### src/sv/aesp_pkg.sv
// Shared types and constants for the SGR escape parser.
`timescale 1ns / 1ps
package aesp_pkg;
	localparam int ParamDepth = 64;
	localparam int PtrW = $clog2(ParamDepth);
	localparam int CntW = $clog2(ParamDepth + 1);
	localparam logic [15:0] NumMax = 16'hFFFF;

	localparam logic [2:0] EV_CHAR = 3'd0;
	localparam logic [2:0] EV_LF = 3'd1;
	localparam logic [2:0] EV_CR = 3'd2;
	localparam logic [2:0] EV_BS = 3'd3;
	localparam logic [2:0] EV_TAB = 3'd4;
	localparam logic [2:0] EV_EL = 3'd5;
	localparam logic [2:0] EV_ED = 3'd6;

	localparam logic [1:0] SRC_DEFAULT = 2'd0;
	localparam logic [1:0] SRC_INDEX = 2'd1;
	localparam logic [1:0] SRC_RGB = 2'd2;

	typedef struct packed {
		logic [2:0] event_kind;
		logic [15:0] char_code;
		logic [15:0] erase_mode;
		logic [5:0] attributes;
		logic [1:0] fg_source;
		logic [7:0] fg_index;
		logic [23:0] fg_rgb;
		logic [1:0] bg_source;
		logic [7:0] bg_index;
		logic [23:0] bg_rgb;
	} event_t;

	typedef struct packed {
		logic [5:0] flags;
		logic [1:0] fsrc;
		logic [7:0] fidx;
		logic [23:0] frgb;
		logic [1:0] bsrc;
		logic [7:0] bidx;
		logic [23:0] brgb;
	} style_t;

	function automatic logic [7:0] clamp255(input logic [15:0] v);
		return (v > 16'd255) ? 8'hFF : v[7:0];
	endfunction
endpackage

### src/sv/aesp_if.sv
// Valid/ready channel interfaces for code units and events.
`timescale 1ns / 1ps
interface aesp_in_if;
	logic valid;
	logic ready;
	logic [15:0] code_unit;
	modport source(output valid, output code_unit, input ready);
	modport sink(input valid, input code_unit, output ready);
endinterface

interface aesp_out_if;
	import aesp_pkg::*;
	logic valid;
	logic ready;
	event_t data;
	modport source(output valid, output data, input ready);
	modport sink(input valid, input data, output ready);
endinterface

### src/sv/aesp_ram.sv
// Generic single-port-write, registered-read RAM.
`timescale 1ns / 1ps
module aesp_ram #(
	parameter int Width = 8,
	parameter int Depth = 64
) (
	input logic clk,
	input logic we,
	input logic [$clog2(Depth)-1:0] waddr,
	input logic [Width-1:0] wdata,
	input logic [$clog2(Depth)-1:0] raddr,
	output logic [Width-1:0] rdata
);
	logic [Width-1:0] mem [Depth];

	// write and registered read
	always_ff @(posedge clk) begin
		if (we) mem[waddr] <= wdata;
		rdata <= mem[raddr];
	end
endmodule

### src/sv/ansi_escape_sgr_parser_core.sv
// Top level: escape-sequence parser with SGR styling.
// Channels: in (one 16-bit code unit per beat), out (one event per beat).
// Ground text, controls, escape and OSC units do not start a walk.
// CSI parameter bytes are written into a 64-entry parameter RAM.
// An m, K or J final byte after parameters walks the RAM one character per
// cycle; the next unit is accepted once the walk ends, after the owed empty
// part of a trailing ';' and after any final 38/48 group is drained.
// The walk splits parameters, keeps a window of the last five values and
// applies SGR codes as each parameter closes (delayed while a 38/48
// group may still be pending).
// An event waits in an output register; the next unit is accepted while
// it waits unless a new event must be produced, which stalls on it.
// An erase event at the end of a walk also waits for the output register.
// Reset (arst_n low) returns to ground with the default style; the RAM
// needs no clearing since only written entries are read.
`timescale 1ns / 1ps
module ansi_escape_sgr_parser_core (
	input logic clk,
	input logic arst_n,
	aesp_in_if.sink in,
	aesp_out_if.source out
);
	import aesp_pkg::*;

	typedef enum logic [2:0] {
		S_GROUND, S_ESC, S_CSI, S_OSC, S_OSC_ESC, S_WALK, S_FLUSH
	} state_t;

	state_t st_q;
	logic [CntW-1:0] cnt_q;
	style_t sty_q;
	logic out_v_q;
	event_t out_q;
	logic [2:0] fin_q; // 0 m, 1 K, 2 J
	logic priv_q;
	logic [CntW-1:0] rd_q; // chars issued
	logic rdv_s1;
	logic last_s1;
	// empty part still owed after a trailing ';'
	logic tail_q;
	// per-part accumulator
	logic [15:0] acc_q;
	logic empty_q, bad_q;
	// window of pending parts, oldest at 0
	logic [15:0] wv_q [5];
	logic [4:0] wb_q;
	logic [2:0] wn_q;
	logic [CntW-1:0] pidx_q;

	logic [7:0] rdata;
	logic we;
	logic [7:0] wdat;

	// write stored parameter byte
	assign we = in.valid && in.ready && st_q == S_CSI &&
		!(in.code_unit >= 16'h40 && in.code_unit <= 16'h7E) && cnt_q < CntW'(ParamDepth);
	assign wdat = (in.code_unit > 16'hFF) ? 8'hFF : in.code_unit[7:0];

	aesp_ram #(.Width(8), .Depth(ParamDepth)) u_ram (
		.clk(clk), .we(we), .waddr(cnt_q[PtrW-1:0]), .wdata(wdat),
		.raddr(rd_q[PtrW-1:0]), .rdata(rdata)
	);

	logic ev_need;
	event_t ev_new;
	logic busy;
	logic ld;
	assign busy = st_q == S_WALK || st_q == S_FLUSH;

	// events for the incoming unit or the end of a walk
	always_comb begin
		ev_need = 1'b0;
		ev_new = '0;
		if (st_q == S_GROUND) begin
			ev_need = 1'b1;
			case (in.code_unit)
				16'h0A: ev_new.event_kind = EV_LF;
				16'h0D: ev_new.event_kind = EV_CR;
				16'h08: ev_new.event_kind = EV_BS;
				16'h09: ev_new.event_kind = EV_TAB;
				default: begin
					if (in.code_unit >= 16'h20 || in.code_unit == 16'h0) begin
						ev_new.event_kind = EV_CHAR;
						ev_new.char_code = in.code_unit;
						ev_new.attributes = sty_q.flags;
						ev_new.fg_source = sty_q.fsrc;
						ev_new.fg_index = sty_q.fidx;
						ev_new.fg_rgb = sty_q.frgb;
						ev_new.bg_source = sty_q.bsrc;
						ev_new.bg_index = sty_q.bidx;
						ev_new.bg_rgb = sty_q.brgb;
					end else begin
						ev_need = 1'b0;
					end
				end
			endcase
		end else if (st_q == S_CSI && cnt_q == '0 &&
			(in.code_unit == 16'h4B || in.code_unit == 16'h4A)) begin
			ev_need = 1'b1;
			ev_new.event_kind = (in.code_unit == 16'h4B) ? EV_EL : EV_ED;
		end else if (st_q == S_FLUSH && fin_q != 3'd0) begin
			ev_need = 1'b1;
			ev_new.event_kind = (fin_q == 3'd1) ? EV_EL : EV_ED;
			ev_new.erase_mode = wv_q[0];
		end
	end

	assign in.ready = !busy && !(ev_need && out_v_q && !out.ready);
	assign out.valid = out_v_q;
	assign out.data = out_q;
	assign ld = ev_need && ((st_q == S_FLUSH) ? (!out_v_q || out.ready) :
		(in.valid && in.ready));

	// apply the SGR code at the window head; used gives the parts consumed
	function automatic style_t sgr_apply(input style_t s, input logic [15:0] v [5],
		input logic [4:0] b, input logic [2:0] n, input logic fin, output logic [2:0] used,
		output logic hold);
		style_t r;
		logic [15:0] c;
		r = s;
		c = v[0];
		used = 3'd1;
		hold = 1'b0;
		if (!b[0]) begin
			case (c)
				16'd0: r = '0;
				16'd1: r.flags[0] = 1'b1;
				16'd2: r.flags[1] = 1'b1;
				16'd3: r.flags[2] = 1'b1;
				16'd4: r.flags[3] = 1'b1;
				16'd7: r.flags[4] = 1'b1;
				16'd9: r.flags[5] = 1'b1;
				16'd21, 16'd22: r.flags[1:0] = 2'b00;
				16'd23: r.flags[2] = 1'b0;
				16'd24: r.flags[3] = 1'b0;
				16'd27: r.flags[4] = 1'b0;
				16'd29: r.flags[5] = 1'b0;
				16'd39: r.fsrc = SRC_DEFAULT;
				16'd49: r.bsrc = SRC_DEFAULT;
				16'd38, 16'd48: begin
					if (n < 3'd2) hold = !fin;
					else if (v[1] == 16'd5) begin
						if (n < 3'd3) hold = !fin;
						else begin
							used = 3'd3;
							if (c == 16'd38) begin
								r.fsrc = SRC_INDEX; r.fidx = clamp255(v[2]);
							end else begin
								r.bsrc = SRC_INDEX; r.bidx = clamp255(v[2]);
							end
						end
					end else if (v[1] == 16'd2) begin
						if (n < 3'd5) hold = !fin;
						else begin
							used = 3'd5;
							if (c == 16'd38) begin
								r.fsrc = SRC_RGB;
								r.frgb = {clamp255(v[2]), clamp255(v[3]), clamp255(v[4])};
							end else begin
								r.bsrc = SRC_RGB;
								r.brgb = {clamp255(v[2]), clamp255(v[3]), clamp255(v[4])};
							end
						end
					end
				end
				default: begin
					if (c >= 16'd30 && c <= 16'd37) begin
						r.fsrc = SRC_INDEX; r.fidx = 8'(c - 16'd30);
					end else if (c >= 16'd40 && c <= 16'd47) begin
						r.bsrc = SRC_INDEX; r.bidx = 8'(c - 16'd40);
					end else if (c >= 16'd90 && c <= 16'd97) begin
						r.fsrc = SRC_INDEX; r.fidx = 8'(c - 16'd82);
					end else if (c >= 16'd100 && c <= 16'd107) begin
						r.bsrc = SRC_INDEX; r.bidx = 8'(c - 16'd92);
					end
				end
			endcase
		end
		if (hold) r = s;
		return r;
	endfunction

	// window after appending a closed part and applying head
	logic [15:0] nv [5];
	logic [4:0] nb;
	logic [2:0] nn;
	logic close_part, fin_walk;
	logic [15:0] part_v;
	logic part_b;
	logic [15:0] acc_mul;
	logic [16:0] acc_sum;
	style_t sty_n;
	logic [2:0] used;
	logic hold;
	logic is_digit;

	assign is_digit = rdata >= 8'h30 && rdata <= 8'h39;
	assign acc_mul = (acc_q > 16'd6553) ? NumMax : 16'(acc_q * 16'd10);
	assign acc_sum = {1'b0, acc_mul} + {13'd0, rdata[3:0]};
	// a lone trailing ';' closes a further empty part in the next cycle
	assign close_part = (rdv_s1 && (rdata == 8'h3B || last_s1)) || tail_q;
	assign part_b = (last_s1 && rdata != 8'h3B) ?
		((bad_q || !is_digit)) : bad_q;
	assign part_v = (last_s1 && rdata != 8'h3B) ?
		((bad_q || !is_digit) ? 16'd0 : (acc_sum[16] ? NumMax : acc_sum[15:0])) :
		(bad_q ? 16'd0 : acc_q);
	assign fin_walk = st_q == S_FLUSH;

	// erase keeps only the first part; SGR applies the head
	always_comb begin
		nv = wv_q;
		nb = wb_q;
		nn = wn_q;
		if (close_part && (fin_q == 3'd0 || wn_q == 3'd0)) begin
			nv[wn_q] = part_v;
			nb[wn_q] = part_b && !(last_s1 && rdata != 8'h3B ? 1'b0 : empty_q);
			nn = wn_q + 3'd1;
		end
		sty_n = sty_q;
		used = 3'd0;
		hold = 1'b1;
		if (nn != 3'd0 && fin_q == 3'd0) begin
			sty_n = sgr_apply(sty_q, nv, nb, nn, fin_walk, used, hold);
			if (hold) used = 3'd0;
		end
	end

	// control and datapath
	always_ff @(posedge clk or negedge arst_n) begin
		if (!arst_n) begin
			st_q <= S_GROUND;
			cnt_q <= '0;
			sty_q <= '0;
			out_v_q <= 1'b0;
			out_q <= '0;
			rdv_s1 <= 1'b0;
			last_s1 <= 1'b0;
			tail_q <= 1'b0;
			rd_q <= '0;
			wv_q <= '{default: 16'd0};
			wn_q <= '0;
			wb_q <= '0;
			fin_q <= '0;
			priv_q <= 1'b0;
			empty_q <= 1'b1;
			bad_q <= 1'b0;
			acc_q <= '0;
			pidx_q <= '0;
		end else begin
			// load a new event or drop the one taken
			if (ld) begin
				out_v_q <= 1'b1;
				out_q <= ev_new;
			end else if (out.ready) out_v_q <= 1'b0;
			if (in.valid && in.ready) begin
				case (st_q)
					S_ESC: begin
						if (in.code_unit == 16'h5B) begin
							cnt_q <= '0; st_q <= S_CSI;
						end else if (in.code_unit == 16'h5D) st_q <= S_OSC;
						else st_q <= S_GROUND;
					end
					S_CSI: begin
						if (in.code_unit >= 16'h40 && in.code_unit <= 16'h7E) begin
							fin_q <= (in.code_unit == 16'h6D) ? 3'd0 :
								(in.code_unit == 16'h4B) ? 3'd1 :
								(in.code_unit == 16'h4A) ? 3'd2 : 3'd3;
							if (in.code_unit == 16'h6D && cnt_q == '0) begin
								sty_q <= '0; st_q <= S_GROUND;
							end else if (in.code_unit == 16'h4B || in.code_unit == 16'h4A) begin
								if (cnt_q == '0) st_q <= S_GROUND;
								else st_q <= S_WALK;
							end else if (in.code_unit == 16'h6D) st_q <= S_WALK;
							else begin
								cnt_q <= '0; st_q <= S_GROUND;
							end
							rd_q <= '0;
							rdv_s1 <= 1'b0;
							tail_q <= 1'b0;
							wn_q <= '0;
							wb_q <= '0;
							acc_q <= '0;
							empty_q <= 1'b1;
							bad_q <= 1'b0;
							priv_q <= 1'b0;
							pidx_q <= '0;
						end else if (cnt_q >= CntW'(ParamDepth)) begin
							cnt_q <= '0; st_q <= S_GROUND;
						end else cnt_q <= cnt_q + 1'b1;
					end
					S_OSC: begin
						if (in.code_unit == 16'h07) st_q <= S_GROUND;
						else if (in.code_unit == 16'h1B) st_q <= S_OSC_ESC;
					end
					S_OSC_ESC: st_q <= S_GROUND;
					default: st_q <= (in.code_unit == 16'h1B) ? S_ESC : S_GROUND;
				endcase
			end else if (st_q == S_WALK) begin
				// issue reads; stop issuing past the last char
				rdv_s1 <= rd_q < cnt_q;
				last_s1 <= rd_q == cnt_q - 1'b1;
				if (rd_q < cnt_q) rd_q <= rd_q + 1'b1;
				if (rdv_s1) begin
					if (pidx_q == '0 && (rdata == 8'h3F || rdata == 8'h3E)) priv_q <= 1'b1;
					pidx_q <= pidx_q + 1'b1;
					if (close_part) begin
						acc_q <= '0; empty_q <= 1'b1; bad_q <= 1'b0;
					end else begin
						empty_q <= 1'b0;
						if (is_digit) acc_q <= acc_sum[16] ? NumMax : acc_sum[15:0];
						else bad_q <= 1'b1;
					end
				end
				if (fin_q == 3'd0) begin
					if (!priv_q && !(pidx_q == '0 && rdv_s1 && (rdata == 8'h3F || rdata == 8'h3E))) begin
						sty_q <= sty_n;
					end
				end
				if (close_part || (fin_q == 3'd0 && used != 3'd0)) begin
					wn_q <= nn - used;
					wb_q <= nb >> used;
					for (int k = 0; k < 5; k++)
						wv_q[k] <= (k + int'(used) < 5) ? nv[k + int'(used)] : 16'd0;
				end
				// end the walk, after the owed empty part if the last char is ';'
				if (tail_q) begin
					tail_q <= 1'b0;
					st_q <= S_FLUSH;
				end else if (rdv_s1 && last_s1) begin
					if (rdata == 8'h3B) tail_q <= 1'b1;
					else st_q <= S_FLUSH;
				end
			end else if (st_q == S_FLUSH) begin
				// drain pending SGR parts, or emit erase
				if (fin_q != 3'd0) begin
					if (!out_v_q || out.ready) begin
						cnt_q <= '0;
						st_q <= S_GROUND;
					end
				end else if (wn_q == '0 || priv_q) begin
					cnt_q <= '0;
					st_q <= S_GROUND;
				end else begin
					sty_q <= sty_n;
					wn_q <= nn - used;
					wb_q <= nb >> used;
					for (int k = 0; k < 5; k++)
						wv_q[k] <= (k + int'(used) < 5) ? nv[k + int'(used)] : 16'd0;
				end
			end
		end
	end
endmodule

### src/flat_wrapper.sv
// flat-port wrapper written by rule: the top's interface ports become plain ports
module ansi_escape_sgr_parser_core_flat import aesp_pkg::*;
  (clk, arst_n, in_valid, in_code_unit, in_ready, out_valid, out_data, out_ready);
  aesp_in_if in_i ();
  aesp_out_if out_i ();
  input logic clk;
  input logic arst_n;
  input wire logic [$bits(in_i.valid)-1:0] in_valid;
  input wire logic [$bits(in_i.code_unit)-1:0] in_code_unit;
  output wire logic [$bits(in_i.ready)-1:0] in_ready;
  output wire logic [$bits(out_i.valid)-1:0] out_valid;
  output wire logic [$bits(out_i.data)-1:0] out_data;
  input wire logic [$bits(out_i.ready)-1:0] out_ready;
  assign in_i.valid = in_valid;
  assign in_i.code_unit = in_code_unit;
  assign in_ready = in_i.ready;
  assign out_valid = out_i.valid;
  assign out_data = out_i.data;
  assign out_i.ready = out_ready;
  ansi_escape_sgr_parser_core u_core (.clk(clk), .arst_n(arst_n), .in(in_i), .out(out_i));
endmodule
### config.mk
export PLATFORM = sky130hd
export DESIGN_NAME = ansi_escape_sgr_parser_core_flat
export DESIGN_NICKNAME = d
export VERILOG_FILES = /design/src/sv/aesp_pkg.sv /design/src/sv/aesp_if.sv /design/src/sv/aesp_ram.sv /design/src/sv/ansi_escape_sgr_parser_core.sv /design/src/flat_wrapper.sv
export SDC_FILE = /design/constraint.sdc
export NUM_CORES = 2
export LEC_CHECK = 0
export ABC_AREA = 1
export BUFFER_PORTS_ARGS = -buffer_cell sky130_fd_sc_hd__buf_2
export CAP_MARGIN = 15
export CORE_MARGIN = 2
export CORE_UTILIZATION = 55
export DETAILED_ROUTE_END_ITERATION = 8
export GPL_TIMING_DRIVEN = 0
export PLACE_DENSITY = 0.72
export SLEW_MARGIN = 20
export SYNTH_ARGS = -nofsm -noshare
export SYNTH_HDL_FRONTEND = slang
export SYNTH_SLANG_ARGS = --single-unit
### constraint.sdc
create_clock -name clk -period 6.3 [get_ports clk]
set_input_delay 0.315 -clock clk [delete_from_list [all_inputs] [get_ports clk]]
set_output_delay 0.315 -clock clk [all_outputs]
set_load 0.05 [all_outputs]
=== Word level (Yosys, flattened, before mapping) ===
Memory sizes are Yosys's and may differ from the RTL's. A register that Yosys moved wholly into a read port is not among the register bits.
Cells that the tools add are included.

* Reduce and logical (&&, ||, !) cells: 98
* $lt $le $gt $ge: 38
* Eq/ne operators: 65
* Mux-type cells: 232
* Shift operators: 1
* Bitwise gates (word level): 7
* Multipliers: 1
* Add/subtract/negate cells: 15

{| class="wikitable"
|+ Operators with widths
! kind !! count
|-
| $mux W74 || 16
|-
| $mux W16 || 34
|-
| $mux W80 || 6
|-
| $bmux W16 S3 || 5
|-
| $ge A32 B4 Y1 const B || 5
|-
| $mux W24 || 6
|-
| $mux W7 || 20
|-
| $lt A32 B4 Y1 const B || 4
|-
| $not A32 Y32 || 4
|-
| $mux W3 || 40
|-
| $eq A16 B5 Y1 const B || 7
|-
| $mux W10 || 11
|-
| $pmux W24 S2 || 2
|-
| $bwmux W80 || 1
|-
| $eq A16 B4 Y1 const B || 5
|-
| $eq A16 B7 Y1 const B || 5
|-
| $mux W68 || 1
|-
| $eq A16 B3 Y1 const B || 4
|-
| $eq A16 B6 Y1 const B || 4
|-
| $gt A16 B8 Y1 const B || 4
|-
| $mux W26 || 2
|-
| $demux W16 S3 || 1
|-
| $eq A16 B2 Y1 const B || 3
|-
| $ge A16 B7 Y1 const B || 3
|-
| 79 further kinds || 264
|}

* Input port bits: 20
* Memory bits (writable): 512
* Memories: 1
* Word-level logic and storage cells: 495
* Register bits: 321

{| class="wikitable"
|+ Memory list
! memory !! depth !! width !! rd ports !! clocked after memory_dff !! wr ports !! RTL line !! RTL
|-
| u_core.u_ram.mem || 64 || 8 || 1 || 1 || 1 || aesp_ram.sv:14 || <nowiki>logic [Width-1:0] mem [Depth];</nowiki>
|}

=== Logic depth before layout (Yosys ltp) ===
* Depth in word-level cells: 27
* Depth in mapped cells: 47
* Gate-level depth less buffers: 46

=== Cells and area by module ===
From an unflattened synthesis, not the netlist that was laid out.

* Cells, all modules: 4,888
* Area, all modules: 42,484.5 µm²

{| class="wikitable"
|+ Modules (own cells, without submodules)
! module !! instances !! area an instance (µm²) !! seq. area each (µm²) !! cells each
|-
| aesp_ram || 1 || 21,325.5 || 15,534.9 || 1,818
|-
| ansi_escape_sgr_parser_core || 1 || 21,159.0 || 8,008.9 || 3,070
|}

=== Least setup slack after synthesis ===
OpenSTA, ideal clock, no wires.

* Path kind: reg-to-reg
* Start point: reg u_core.acc_q[3]
* End point: reg u_core.wv_q[59] in the netlist's numbering
* Arrival time: 5,597 ps
* Path slack: 585 ps
* Data required time: 6,183 ps
* Cell stages (with the launch flop): 39
* Path through: dfrtp_1 ha_1 ha_1 inv_1 fa_1 inv_1 nand2_1 nand2_2 nand3_1 nand3_1 nand2_1 nor2_2 inv_2 nand2_1 nor2_2 nand3_4 buf_8 nand2_1 [3 not listed] ha_1 inv_1 nor2_2 nand4_2 nand2_1 inv_1 nor3_2 inv_1 nor2_1 ha_1 inv_1 nand2_1 nand2_1 inv_2 buf_4 nand2_1 nand3_1 nand2_1

* Longest elaborated chain between the ends: 27
* Elaborated cells on any way between the ends: 45
* Classes of those cells: add/sub: 2; mul: 1; order compare: 2; eq/ne: 5; mux: 29; bitwise: 1; reduce/logical: 5

{| class="wikitable"
|+ RTL lines
! element !! RTL line !! RTL
|-
| from (decl) || ansi_escape_sgr_parser_core.sv:42 || <nowiki>logic [15:0] acc_q;</nowiki>
|-
| from (signal assigned) || ansi_escape_sgr_parser_core.sv:310 || <nowiki>if (is_digit) acc_q <= acc_sum[16] ? NumMax : acc_sum[15:0];</nowiki>
|-
| $mul A16 B3 Y15 or $gt A16 B13 Y1 (tied branches) || ansi_escape_sgr_parser_core.sv:198 || <nowiki>assign acc_mul = (acc_q > 16'd6553) ? NumMax : 16'(acc_q * 16'd10);</nowiki>
|-
| $mux W16 || ansi_escape_sgr_parser_core.sv:198 ||
|-
| $add A16 B4 Y17 || ansi_escape_sgr_parser_core.sv:199 || <nowiki>assign acc_sum = {1'b0, acc_mul} + {13'd0, rdata[3:0]};</nowiki>
|-
| $mux W16 (2 in a row) || ansi_escape_sgr_parser_core.sv:205 || <nowiki>((bad_q || !is_digit) ? 16'd0 : (acc_sum[16] ? NumMax : acc_sum[15:0])) :</nowiki>
|-
| $mux W16 * || ansi_escape_sgr_parser_core.sv:204 || <nowiki>assign part_v = (last_s1 && rdata != 8'h3B) ?</nowiki>
|-
| $bwmux W80 * || ansi_escape_sgr_parser_core.sv:215 || <nowiki>nv[wn_q] = part_v;</nowiki>
|-
| $mux W80 * || ansi_escape_sgr_parser_core.sv:214 || <nowiki>if (close_part && (fin_q == 3'd0 || wn_q == 3'd0)) begin</nowiki>
|-
| parallel branches: the longest is 19 deep, another holds $lt A32 B4 Y1 || - ||
|-
| to (signal, indexed assignment) || ansi_escape_sgr_parser_core.sv:323 || <nowiki>wv_q[k] <= (k + int'(used) < 5) ? nv[k + int'(used)] : 16'd0;</nowiki>
|-
| to (signal, indexed assignment) || ansi_escape_sgr_parser_core.sv:348 || <nowiki>wv_q[k] <= (k + int'(used) < 5) ? nv[k + int'(used)] : 16'd0;</nowiki>
|-
| to (decl) || ansi_escape_sgr_parser_core.sv:45 || <nowiki>logic [15:0] wv_q [5];</nowiki>
|}

Mark *: on every way between the ends. The select of a mux whose other input is x is not followed.
A chain may end at the register's enable or synchronous reset.

=== Worst setup path after layout ===
* Start point: reg u_core.cnt_q[0]
* End point: mem u_core.u_ram.mem[39][4], enable pin

* Longest elaborated chain between the ends: 15
* Elaborated cells on any way between the ends: 16
* Classes of those cells: order compare: 1; mux: 4; reduce/logical: 11

{| class="wikitable"
|+ RTL lines
! element !! RTL line !! RTL
|-
| from (decl) || ansi_escape_sgr_parser_core.sv:30 || <nowiki>logic [CntW-1:0] cnt_q;</nowiki>
|-
| from (signal assigned) || ansi_escape_sgr_parser_core.sv:289 || <nowiki>end else cnt_q <= cnt_q + 1'b1;</nowiki>
|-
| $logic_not A7 Y1 || ansi_escape_sgr_parser_core.sv:97 || <nowiki>end else if (st_q == S_CSI && cnt_q == '0 &&</nowiki>
|-
| $logic_and A1 B1 Y1 (2 in a row) || ansi_escape_sgr_parser_core.sv:97 ||
|-
| $mux W1 || ansi_escape_sgr_parser_core.sv:97 ||
|-
| $mux W1 || ansi_escape_sgr_parser_core.sv:74 || <nowiki>if (st_q == S_GROUND) begin</nowiki>
|-
| $logic_and A1 B1 Y1 (2 in a row) || ansi_escape_sgr_parser_core.sv:108 || <nowiki>assign in.ready = !busy && !(ev_need && out_v_q && !out.ready);</nowiki>
|-
| $logic_not A1 Y1 || ansi_escape_sgr_parser_core.sv:108 ||
|-
| $logic_and A1 B1 Y1 || ansi_escape_sgr_parser_core.sv:108 ||
|-
| $logic_and A1 B1 Y1 (3 in a row) || ansi_escape_sgr_parser_core.sv:55 || <nowiki>assign we = in.valid && in.ready && st_q == S_CSI &&</nowiki>
|-
| $logic_and A1 B1 Y1 || ansi_escape_sgr_parser_core.sv:56 || <nowiki>!(in.code_unit >= 16'h40 && in.code_unit <= 16'h7E) && cnt_q < CntW'(ParamDepth);</nowiki>
|-
| $mux W1 || aesp_ram.sv:18 || <nowiki>if (we) mem[waddr] <= wdata;</nowiki>
|-
| $mux W1 (not written as such) || aesp_ram.sv:18 ||
|-
| to (decl) || aesp_ram.sv:14 ||
|}

Parallel ways exist; a longest one is shown, timed or not.

==> qor.csv <==
stage,metric,value,unit
cts,CTS Buf Count,89,
critical_path,FF-to-FF path depth,19,
global_routing,initial antenna violation count,3,
routing,Avg Vias per Cell,6.22,
cts,CTS root buf,clkbuf_16,
critical_path,R2R Setup Slk,-0.12,ns
sta,worst-margin pin slew,1.25,ns
floorplan,die width,277,µm
power,Net Switching,4120,µW
placed_design,GPL Wtd Cong,1.09,
sta,Max-slew headroom,0.160,
global_routing,global-route total usage across every layer,0.393,
critical_path,Critical path buffers and inverters,6,
critical_path,Crit Path Class,reg2reg,
power,Leak,0.0212,µW
sta,final worst slack,-0.116,ns
synth,Post-Synthesis Cells,4512,
cts,clock transition at the registers of the reported paths,0.06,ns
routing,WL/cell,26.2,µm
routing,Residual DRC,0,
critical_path,WP depth,19,
run,Max Cap Viol,0,
synth,cell taking the most area after synthesis,edfxtp_1,
placed_design,pre-CTS setup slack,-2.08,ns
routing,ANT nets after route,0,
sta,minimum clock period,6.42,ns
routing,total number of vias,36300,
critical_path,Worst Setup Start Kind,flop,
critical_path,CP most frequent cell,nand2_1,
routing,total wire length,153000,µm
synth,most common cell in the netlist,nand2_1,
synth,Seq cells post-synth,840,
cts,H-Tree Level Count,3,
sta,Final Max Slew Viols,0,
routing,Initial DRC Count,5257,
sta,final setup fails,56,
cts,Sink Count,840,
power,Power Dens Cells,292,mW/mm²
critical_path,crit path max-delay cell type,nor2_1,
sta,RSZ-0062 raised after global routing,true,
cts,clock buffer depth,3,
critical_path,Worst path top cell family by delay,simple AND/OR/NAND/NOR gates,
placed_design,DPL Wire Length,109000,µm
finish,Final #Nets,4887,
global_routing,total gr overflow,0,
synth,"top cells by area, synth","edfxtp_1 (38%), dfrtp_1 (20%), nand2_1 (10%)",
synth,Synth top area share,0.376,
floorplan,number of I/O pins,131,
global_routing,vias in the first global route,33600,
min_path,hold path depth,3,
floorplan,die area,0.0765,mm²
finish,Layout area overhead,15.3,%
global_routing,global-route wire length before repair,222000,µm
global_routing,pin count of the biggest net entering global routing,101,
floorplan,Core ar.,0.0733,mm²
finish,n_diodes,0,
power,clock network power share,0.396,
floorplan,Initial Util,0.557,
sta,Fmax,156,MHz
synth,post-synthesis net count,4595,
critical_path,"Critical Path, Cell by Cell",clkbuf_1 > inv_1 > ha_1 > nand4_1 > nor2_1 > a21oi_1 > nand2_1 > o31ai_1 > inv_1 > nand2_1 > nand2_1 > nor2_1 > inv_1 > nor2_1 > nand2_1 > inv_1 > clkbuf_1 > nand2_1 > nor2_1,
critical_path,CP peak stage delay,0.84,ns
critical_path,Setup crit end kind,flop,
min_path,Hold WC Path Type,in2reg,
synth,sequential-to-total area share from yosys stat,0.576,
critical_path,CP arrival,6.70,ns
finish,fin area,0.0471,mm²
sta,final hold vios,0,
placed_design,port bufs,130,
cts,Clock Latency Late Sink,0.67,ns
synth,Post-synth EDFFs,512,
synth,number of distinct library cells after synthesis,69,
power,register share of total power,0.437,
critical_path,Crit Path Max Fanout,10,
floorplan,# rows,99,
synth,"Async S/R FF share, synth",0.381,
power,VDD IR max,0.270,mV
synth,synth cell count leaders,"nand2_1 (1137), o21ai_0 (584), edfxtp_1 (512)",
placed_design,placed cell areas,0.0431,mm²
sta,Layout Skew,0.0298,ns
synth,Mean Syn Cell Area,9.06,µm²
power,Logic pwr share,0.166,
synth,top_reg_cell synth,edfxtp_1,
routing,drt pass-1 iters,8,
sta,Tcrit/Tclk final,1.02,
status,status,"finished, violations left",
status,failing checks,setup timing,
power,switching share of total power,0.299,
power,Internal,9640,µW
finish,share of cells above drive strength 1,0.123,
synth,yosys warns,0,
cts,CTS tree,yes,
floorplan,Die Span Y,277,µm
critical_path,WP data required,6.58,ns
synth,Post-Syn Area,0.0409,mm²
[worst paths after layout]
kind / start / end
max in group asynchronous: arst_n / u_core.wv_q[54]
min in group asynchronous: arst_n / u_core.out.data[29]
min reg2reg: u_core.wv_q[60] / u_core.wv_q[60]
min: in_code_unit[1] / u_core.out.data[91]
max reg2reg: u_core.cnt_q[0] / u_core.u_ram.mem[39][4]
max: u_core.cnt_q[0] / u_core.u_ram.mem[39][4]
[cells in the final DEF (no fill, tap or decap), types with 55 or more instances in the layout]
master / count
inv_1: 267
nand2_1: 1115
nor2_1: 422
o21ai_0: 579
edfxtp_1: 512
clkbuf_1: 189
dfrtp_1: 316
buf_2: 153
buf_4: 65
nand3_1: 342
clkbuf_16: 93
a21oi_1: 57
o22ai_1: 86
ha_1: 55
[cells by family after synthesis]
group / count (synthesis) / synth area share
AO/OA/AOI/OAI: 924 / 0.128
flip-flops: 840 / 0.576
AND/OR/NAND/NOR: 2133 / 0.220
adder cells (fa/ha/maj): 63 / 0.0200
XOR/XNOR: 19 / 0.00407
buffers and inverters: 533 / 0.0523
[power by group through the flow]
stage | logic, µW | registers, µW | clock network, µW
floorplan | 1210 | 6260 | 0
global placement | 2130 | 6120 | 0
detailed placement | 2190 | 6120 | 0
CTS | 2210 | 6020 | 5460
global route | 2450 | 6030 | 5670
finish | 2290 | 6020 | 5460
[metal layers]
| layer | vias up | GRT usage | share of wire |
|---|---|---|---|
| met5 | - | 0 | 0.00018 |
| met4 | 4 | 0.215 | 0.063 |
| met3 | 546 | 0.0926 | 0.12 |
| met2 | 2453 | 0.602 | 0.44 |
| met1 | 17200 | 0.521 | 0.38 |
| li1 | 16100 | - | - |
[through the flow]
step | TNS [ns] | power, µW | instances | utilization | hold WS [ns]
after CTS | -2.92 | 13700 | 5809 | 0.635 | 0.00178
after detailed placement | -105.10 | 8310 | 5617 | 0.587 | 0.290
after global placement | -502.62 | 8260 | 5601 | 0.583 | 0.455
after floorplan | 0 | 7470 | 4512 | - | 0.0194
after global routing | -12.66 | 14100 | 5837 | 0.643 | 0.0102
final | -3.63 | 13800 | 5837 | 0.643 | 0.0197
[sequential cells by signal (all words and copies together), names as in the netlist, 7 cells and up]
register and flops:
u_core.acc_q 16, u_core.cnt_q 7, u_core.out.data 109, u_core.pidx_q 7, u_core.rd_q 7, u_core.sty_q 74, u_core.u_ram.mem 512, u_core.u_ram.rdata 8
u_core.wv_q 80
[worst min-delay path, cell delays in order]
cell and delay (ns):
buf_2 0.15, nand2_1 0.08, o21ai_0 0.08
[repair_timing]
action,4_1_cts,5_1_grt
hold buffers,12,0
pin swaps,6,18
setup buffers,16,30
endpoints found under the hold margin,70,0
gates resized for setup,57,102
endpoints found under the setup margin,211,416
[final cells by class]
type                       count  area, µm²
timing repair buffer         204       1380
fill                        6104      26200
clock inverter                39        488
sequential                   840      23500
buffer                       232       1090
clock buffer                 126       2540
tap                          959       1200
inverter                     298       1130
multi-input combinational   3139      15700
Power figures use the tool's default switching activity.
